<file path="src/hw/rtl/spsmr_pkg.sv">
// ----------------------------------------------------------------------------
// spsmr_pkg
// Shared types, widths and helpers for the spaced-selection revenue block.
// ----------------------------------------------------------------------------
`default_nettype none

package spsmr_pkg;

  localparam int TOTAL_W               = 32;
  localparam int REVENUE_W             = 16;
  localparam int GAP_W                 = 8;
  localparam int MILES_W               = 9;
  localparam int GAP_RESET             = 5;
  localparam int GAP_CODES             = 256;
  localparam int HISTORY_DEPTH_DEFAULT = 256;

  localparam logic [MILES_W-1:0] MILES_MAX = '1;

  // Control handed to every history cell.
  typedef struct packed {
    logic             advance;
    logic [GAP_W-1:0] slot;
  } cell_ctl_t;

  // One result beat.
  typedef struct packed {
    logic [TOTAL_W-1:0] best_total;
    logic               final_answer;
  } result_t;

  // Add with saturation at the all-ones value.
  function automatic logic [TOTAL_W-1:0] sat_add(input logic [TOTAL_W-1:0] a,
                                                 input logic [TOTAL_W-1:0] b);
    logic [TOTAL_W:0] sum;
    sum = {1'b0, a} + {1'b0, b};
    return sum[TOTAL_W] ? {TOTAL_W{1'b1}} : sum[TOTAL_W-1:0];
  endfunction

endpackage

`default_nettype wire

</file>
<file path="src/hw/rtl/spsmr_cell.sv">
// ----------------------------------------------------------------------------
// spsmr_cell
// One history cell: load the fresh total at the insert slot, else take the
// neighbor's total, on every accepted mile.
// ----------------------------------------------------------------------------
`default_nettype none

module spsmr_cell #(
  parameter int CELL_INDEX = 0
) (
  input  wire                               clk,
  input  spsmr_pkg::cell_ctl_t              ctl,
  input  wire [spsmr_pkg::TOTAL_W-1:0]      fresh,
  input  wire [spsmr_pkg::TOTAL_W-1:0]      neighbor,
  output logic [spsmr_pkg::TOTAL_W-1:0]     value
);

  logic insert_here;

  assign insert_here = (ctl.slot == spsmr_pkg::GAP_W'(CELL_INDEX));

  always_ff @(posedge clk) begin
    if (ctl.advance) begin
      value <= insert_here ? fresh : neighbor;
    end
  end

endmodule

`default_nettype wire

</file>
<file path="config.mk">
export PLATFORM = sky130hd
export DESIGN_NAME = spsmr_cell
export DESIGN_NICKNAME = d
export VERILOG_FILES = /design/src/hw/rtl/spsmr_pkg.sv /design/src/hw/rtl/spsmr_cell.sv
export SDC_FILE = /design/constraint.sdc
export NUM_CORES = 1
export LEC_CHECK = 0
export BUFFER_PORTS_ARGS = -buffer_cell sky130_fd_sc_hd__clkbuf_2
export CAP_MARGIN = 40
export CORE_ASPECT_RATIO = 0.9
export CORE_MARGIN = 2
export CORE_UTILIZATION = 27
export CTS_CLUSTER_DIAMETER = 150
export DETAILED_ROUTE_END_ITERATION = 8
export HOLD_SLACK_MARGIN = 0.02
export SETUP_SLACK_MARGIN = 0.3
export SLEW_MARGIN = 20
export SYNTH_ARGS = -nofsm -noshare
export SYNTH_HDL_FRONTEND = slang
export SYNTH_SLANG_ARGS = --single-unit
</file>
<file path="constraint.sdc">
create_clock -name clk -period 1.4 [get_ports clk]
set_input_delay 0.21 -clock clk [delete_from_list [all_inputs] [get_ports clk]]
set_output_delay 0.21 -clock clk [all_outputs]
set_load 0.01 [all_outputs]
</file>
==> run summary <==
Root buf cell = clkbuf_8
Outcome = finished clean
Largest net degree at the start of global routing = 33
Syn Inst Count = 70
Global-route wire length before repair = 4629 um
FP Rows = 25
Clk slew on worst S/H paths = 0.07 ns
Critical Setup Path Class = primary input to flop
Cell variety after synth = 6
Longest Clk Path Bufs = 2
Multi-input logic area = 521.8 sq um
Max Slew Vio Count = 0
GRT Total Usage = 0.1054
FMAX = 838.9 MHz
Post-synthesis sequential area ratio = 0.6476
Starting Density = 0.2807
DRC = 0
Cts-stage hold buffer count = 0
FILL cells = 512
Worst hold path class = primary input to flop
Warnings, synthesis = 0
Final WS setup = 0.2080 ns
Final net count = 255
Detailed Place HPWL = 2306 um
Synth Area in XOR/XNOR = 0
Worst Setup Start Kind = primary input
Most frequent cells in the layout = 105 x clkbuf_2, 32 x edfxtp_1, 30 x mux2_4, 5 x clkbuf_8
Post-route core utilization = 0.4237
Clock sinks = 32
Leak pwr = 1.129 nW
Post-DR wirelength/cell = 12.22 um
Die area = 6106 sq um
WP data arrival = 1.22 ns
Total grt overflow = 0
Drt pass-1 iters = 2
GPL Wtd Cong = 0.6160
Placement Setup Slack = -0.1056 ns
H-tree depth = 2
Post-synthesis mux area share = 0.3187
TritonCTS clock tree = built
Chip Height = 74.33 um
DR vias = 1045
Compound-gate portion of the synthesized area = 0
Setup Viol. Count Final = 0
Num CTS Buffers = 5
Adder-cell share of the synthesized area = 0
Power per cell area = 1044 nW/um^2
Share of cells above drive strength 1 = 0.8187
Slowest stage delay, CP = 0.32 ns
Core Box Area = 5286 sq um
Seq cells post-synth = 32
Initial antenna violation count = 0
Layout area overhead = 50.93%
Mapped Nets = 144
Fin crit period = 1.192 ns
Leading cell type in the layout, fill and taps excluded = clkbuf_2
Iter 0 DRT Violations = 26
Critical Path, Cell by Cell = clkbuf_2 -> nor4_4 -> nand2_2 -> buf_12 -> mux2_4
Tot Pwr = 2.339 mW
Netlist area before placement = 1484 sq um
Mapped Avg Cell Area = 21.20 sq um
Fin area = 2240 sq um
# placed instances = 241
Hold Violations, Final = 0
Vias in the first global route = 1086
Die width = 82.15 um
Simple-Gate Fraction of Synth Area = 0.01096
Crit. End Element = flop
Storage cell area = 960.9 sq um
Via density per instance = 4.197
WP data required = 1.43 ns
Fin cells = 249
Io pins = 106
RSZ-0062 raised after global routing = yes
Register bank with the most flops = value
Worst-path fanout max = 32
Worst VDD drop = 419.0 uV
Antenna-violating nets left = 0
CP max-delay cell = mux2_4
# resized after CTS = 0
Largest family of logic cells by synthesized area = multiplexers
Worst-Margin Slew = 0.2424 ns
Max cap viols = 0
Top flop regs = value x32
Post-CTS setup buffers = 0
Fin crit share = 0.8514
Port bufs = 105
Max_slew headroom = 0.8384
Max FFs per register = 32
DRT Wirelength = 3044 um
Antenna diodes = 0
Post-DP Area = 2132 sq um
-- cell type report --
cell class,count,area share
flip-flops and latches,32,0.4291
repair buffers,107,0.2525
multi-input cells,35,0.2330
well taps,67,0.03743
clock buffers,6,0.03240
clock inverters,2,0.01564
-- stage by stage --
stage	TNS, ns	hold WS (ns)
final	0	0.2283
after global routing	0	0.2149
after CTS	0	0.2171
after detailed placement	-2.717	0.5137
after global placement	-2.004	0.5121
after floorplan	0	0.3225
-- worst max-delay path: cells and delay by family --
| family | cells | cell delay (ns) |
|---|---|---|
| buf+inv | 2 | 0.30 |
| simple gates | 2 | 0.38 |
| mux | 1 | 0.32 |
-- Yosys cell counts (all sizes together) --
cell     n  area, sq um
nand2    1        3.750
buf      3        33.78
mux2    32        473.0
edfxtp  32        960.9
nor4     2        12.51
-- path summary, 6_finish.rpt --
check         start         to  slack (ns)  cells after the start
max          ctl[1]  value[11]        0.21                      5
min    neighbor[17]  value[17]        0.23                      2
-- kinds of logic (layout without fill, tap and decap cells) --
family	after synthesis	count (layout)
buffers and inverters	3	115
muxes	32	32
and+or+nand+nor	3	3
DFF	32	32
-- routing by layer --
layer,global-route usage,vias up,share of wire
li1,-,498,-
met1,0.1132,473,0.40
met2,0.1698,69,0.46
met3,0.05461,5,0.13
met4,0.05556,0,0.015
met5,0,-,0
-- where the power goes --
part | switching, mW | total (mW) | leakage [nW] | internal (mW)
logic | 0.131 | 0.320 | 0.760 | 0.188
clock network | 0.334 | 0.862 | 0.0552 | 0.528
registers | 0.0187 | 1.16 | 0.313 | 1.14
Note: power is estimated with default switching activity, not from simulation.
