$ cat config.mk
export PLATFORM = sky130hd
export DESIGN_NAME = spsmr_outbuf
export DESIGN_NICKNAME = d
export VERILOG_FILES = /design/src/hw/rtl/spsmr_pkg.sv /design/src/hw/rtl/spsmr_outbuf.sv
export SDC_FILE = /design/constraint.sdc
export NUM_CORES = 1
export LEC_CHECK = 0
export ABC_AREA = 1
export BUFFER_PORTS_ARGS = -buffer_cell sky130_fd_sc_hd__buf_2
export CORE_ASPECT_RATIO = 1.25
export CORE_MARGIN = 1.5
export CORE_UTILIZATION = 46
export CTS_CLUSTER_DIAMETER = 120
export DETAILED_ROUTE_END_ITERATION = 10
export PLACE_DENSITY_LB_ADDON = 0.12
export SYNTH_ARGS = -nofsm -noshare
export SYNTH_HDL_FRONTEND = slang
export SYNTH_SLANG_ARGS = --single-unit
$ cat constraint.sdc
create_clock -name clk -period 3 [get_ports clk]
set_input_delay 0 -clock clk [delete_from_list [all_inputs] [get_ports clk]]
set_output_delay 0 -clock clk [all_outputs]
set_load 0.02 [all_outputs]
$ cat src/hw/rtl/spsmr_pkg.sv
// ----------------------------------------------------------------------------
// spsmr_pkg
// Shared types, widths and helpers for the spaced-selection revenue block.
// ----------------------------------------------------------------------------
`default_nettype none

package spsmr_pkg;

  localparam int TOTAL_W               = 32;
  localparam int REVENUE_W             = 16;
  localparam int GAP_W                 = 8;
  localparam int MILES_W               = 9;
  localparam int GAP_RESET             = 5;
  localparam int GAP_CODES             = 256;
  localparam int HISTORY_DEPTH_DEFAULT = 256;

  localparam logic [MILES_W-1:0] MILES_MAX = '1;

  // Control handed to every history cell.
  typedef struct packed {
    logic             advance;
    logic [GAP_W-1:0] slot;
  } cell_ctl_t;

  // One result beat.
  typedef struct packed {
    logic [TOTAL_W-1:0] best_total;
    logic               final_answer;
  } result_t;

  // Add with saturation at the all-ones value.
  function automatic logic [TOTAL_W-1:0] sat_add(input logic [TOTAL_W-1:0] a,
                                                 input logic [TOTAL_W-1:0] b);
    logic [TOTAL_W:0] sum;
    sum = {1'b0, a} + {1'b0, b};
    return sum[TOTAL_W] ? {TOTAL_W{1'b1}} : sum[TOTAL_W-1:0];
  endfunction

endpackage

`default_nettype wire

$ cat src/hw/rtl/spsmr_outbuf.sv
// ----------------------------------------------------------------------------
// spsmr_outbuf
// Two-entry result buffer: output register plus skid register, so a new beat
// is taken while a finished result waits.
// ----------------------------------------------------------------------------
`default_nettype none

module spsmr_outbuf (
  input  wire                  clk,
  input  wire                  rst,
  input  wire                  push,
  input  spsmr_pkg::result_t   push_data,
  output logic                 full,
  input  wire                  out_stall,
  output logic                 out_valid,
  output spsmr_pkg::result_t   out_data
);

  logic               skid_valid;
  spsmr_pkg::result_t skid_data;
  logic               pop;

  assign pop  = out_valid && !out_stall;
  assign full = skid_valid;

  always_ff @(posedge clk) begin
    if (rst) begin
      out_valid  <= 1'b0;
      skid_valid <= 1'b0;
    end else if (!out_valid || pop) begin
      if (skid_valid) begin
        out_valid  <= 1'b1;
        skid_valid <= 1'b0;
      end else begin
        out_valid <= push;
      end
    end else if (push) begin
      skid_valid <= 1'b1;
    end
  end

  always_ff @(posedge clk) begin
    if (!out_valid || pop) begin
      out_data <= skid_valid ? skid_data : push_data;
    end else if (push) begin
      skid_data <= push_data;
    end
  end

endmodule

`default_nettype wire

==> key figures <==
Logic synthesis
  • Fraction of synthesized cell area in xor and xnor cells: 0
  • Share of the yosys chip area belonging to registers: 0.803
  • Main combinational cell family by area after synthesis: buffers and inverters
  • Post-synthesis instance area: 2520 µm²
  • Adder-cell share of the synthesized area: 0
  • Average cell area after synthesis: around 14 µm²
  • Post-synthesis cell type count: 12
  • Post-Syn Nets: 220
  • Warnings, synthesis: 0
  • Share of cell area taken by muxes after synthesis: 0
  • Post-Synthesis Cells: roughly 180
  • Flop and latch count out of synthesis: just under 70
  • Simple-gate share of the synthesized area: 0.0586
  • Complex-gate fraction of the synthesized area: 0.0676

Floorplan
  • Starting Density: 0.485
  • Top-level I/O count: 72
  • Area of the die: between 5000 and 6000 µm²
  • Placement row count: 29
  • Die extent in x: about 70 µm
  • Die Span Y: 85.7 µm
  • Std-Cell Core Area: between 5000 and 6000 µm²

Setup path
  • Signal arrival time at the worst endpoint: roughly 2.7 ns
  • Worst Setup End Kind: flop
  • Top fanout value on the critical path: approximately 70
  • Launch point of the worst reg-to-reg path: full$_SDFFE_PP0P_
  • Worst endpoint required time: 3.28 ns
  • Type of origin of the critical path: flop
  • Reg2reg path depth: 4
  • Class of the most critical setup path: flop to flop
  • Worst setup path startpoint: full$_SDFFE_PP0P_

Clock tree
  • Insertion delay of the later-clocked pin in the worst-skew pair: 0.34 ns
  • Clock-pin slew reported for the worst setup and hold paths after clock tree synthesis: ~0.08 ns
  • Cells resized by post-CTS repair: 0
  • Clock tree from TritonCTS: done
  • Sink Count: 68
  • Postcts setup bufs: 0
  • Deepest level of the CTS H-tree: 3
  • Bufs on Longest Clock Path: 2
  • Root Buffer: sky130_fd_sc_hd__clkbuf_8
  • CTS Buf Count: 9
  • Cts hold-fix bufs: 38

Final layout
  • Layout fillers: between 300 and 400
  • Area of all placed cells without fillers: 3510 µm²
  • Share of post-route cells with drive strength above 1: 0.303
  • Sequential Area: about 2000 µm²
  • Antenna diode instance count: 0
  • Final net count: about 340
  • Combined area of the multi-input logic cells: 325 µm²
  • Synthesis-to-layout area growth: 39.2%

GRT
  • Largest net degree at the start of global routing: 70
  • Met1 Track Usage GR: 0.195
  • Wire length of the first global-routing pass: 7160 µm
  • Met2 routing resource usage after global routing: 0.260
  • Global route hottest layer: met2
  • Initial antenna violation count: 0
  • Total congestion overflow after global routing: 0
  • Vias in the first global route: about 1500
  • Global-route total usage across every layer: 0.161
  • Met3 capacity usage during global routing: 0.0353

Pwr
  • Worst ir drop on vdd: between 0.3 and 0.4 mV
  • Total Power Consumption: 2040 µW
  • Leak Pwr: 0.00147 µW
  • Pwr per Cell Area: 582 nW/µm²

Flow run
  • Number of max-cap violations: 0

Placed design
  • Half-perimeter wire length after placement: between 2000 and 3000 µm
  • Port Buf Inserts: slightly above 70
  • Placed Area: between 2000 and 3000 µm²
  • RePlAce Congestion: between 0.6 and 0.7

Detailed routing
  • Detailed-router iteration count before antenna repair: 4
  • Detailed Route Iter0 Violations: 73
  • Drt wl/cell: 12.6 µm
  • Mean number of vias per cell: around 4.5
  • Post-Route WL: between 4000 and 5000 µm
  • Via count: around 1600
  • Post-detailed-route count of antenna-violating nets: 0
  • Residual DRC count: 0

Worst hold path
  • Depth of the worst hold-timing path: 4
  • Startpoint of the worst hold path: out_stall
  • Type of the most critical hold path: input port to flop

Status
  • Outcome: completed

Timing
  • Number of setup violations in the final report: 0
  • Highest achievable clock rate: slightly above 400 MHz
  • Final critical-path share of the clock period: 0.821
  • Unrepaired setup endpoints after global routing: false
  • Total Negative Setup Slacks: 0 ns
  • Slew Limit Fails: 0
  • Shortest period the worst path allows: between 2 and 2.5 ns
  • Final hold viol count: 0
  • Slew of the pin with the lowest slew margin: roughly 1 ns
  • Worst slew slack as a fraction of its limit: 0.316
  • Worst Skew: ~0.0069 ns
[through the flow]
step           hold WS (ns)  cells   util  setup WS (ns)
2_1_floorplan        0.0989    183      -          0.364
3_3_place_gp          0.191    312  0.566           1.49
3_5_place_dp          0.194    312  0.566           1.40
4_1_cts               0.293    366  0.676          0.538
5_1_grt               0.318    366  0.676          0.282
6_report              0.309    366  0.676          0.538
[worst max-delay path, cell delays in order, from the launching register on]
cell                            delay, ns
sky130_fd_sc_hd__dfxtp_2             1.01
sky130_fd_sc_hd__o21ai_0             0.19
sky130_fd_sc_hd__dlygate4sd3_1       0.60
sky130_fd_sc_hd__nand2_1             0.06
sky130_fd_sc_hd__dlygate4sd3_1       0.54
[power breakdown]
group	total (µW)	switching (µW)	internal, µW
sequential	1120	19.0	1100
combinational	202	113	88.7
clock	717	339	379
[registers in the layout, summed over array words and instances (netlist names)]
name	cells
out_data	33
out_valid	1
skid_data	33
full	1
[final timing paths]
kind | end | slack [ns]
max | out_valid$_SDFFE_PP0P_ | 0.54
min | skid_data[29]$_DFFE_PP_ | 0.31
max reg2reg | out_valid$_SDFFE_PP0P_ | 0.54
min reg2reg | out_data[10]$_DFFE_PP_ | 0.52
[placed cells by master, fill, tap and decap left out]
master,instances
sky130_fd_sc_hd__buf_4,3
sky130_fd_sc_hd__clkinvlp_4,3
sky130_fd_sc_hd__nand2_1,35
sky130_fd_sc_hd__o21ai_0,31
sky130_fd_sc_hd__buf_2,71
sky130_fd_sc_hd__clkinv_2,3
sky130_fd_sc_hd__nand3_1,1
sky130_fd_sc_hd__dlygate4sd3_1,38
sky130_fd_sc_hd__nor2_1,2
sky130_fd_sc_hd__dfxtp_1,1
sky130_fd_sc_hd__clkbuf_8,9
sky130_fd_sc_hd__bufinv_16,1
sky130_fd_sc_hd__inv_1,35
sky130_fd_sc_hd__o21ai_1,3
sky130_fd_sc_hd__edfxtp_1,66
sky130_fd_sc_hd__nor2_4,1
sky130_fd_sc_hd__dfxtp_2,1
[metal layers]
metal	vias up	routed length (µm)
li1	846	-
met1	735	1980
met2	54	2280
met3	10	235
met4	0	115
met5	-	0
[area by class of cell]
cell class,count,share of cell area
Timing Repair Buffer,112,0.216
Clock inverter,7,0.0193
Sequential cell,68,0.577
Inverter,35,0.0375
Tap cell,62,0.0221
Clock buffer,9,0.0353
Multi-Input combinational cell,73,0.0928
[Yosys cell counts]
master,instances,area [µm²]
sky130_fd_sc_hd__nand2_1,35,131
sky130_fd_sc_hd__inv_1,35,131
sky130_fd_sc_hd__buf_2,2,10.0
sky130_fd_sc_hd__nand3_1,1,5.00
sky130_fd_sc_hd__clkbuf_1,2,7.51
sky130_fd_sc_hd__buf_6,2,22.5
sky130_fd_sc_hd__dfxtp_1,2,40.0
sky130_fd_sc_hd__buf_4,1,7.51
sky130_fd_sc_hd__edfxtp_1,66,1980
sky130_fd_sc_hd__o21ai_1,3,15.0
sky130_fd_sc_hd__nor2_1,3,11.3
sky130_fd_sc_hd__o21ai_0,31,155
[kinds of logic after synthesis]
kind of cell / count (synthesis)
flops: 68
compound gates: 34
buf+inv: 42
simple gates: 39
No activity file was read; power rests on OpenSTA's default activity.
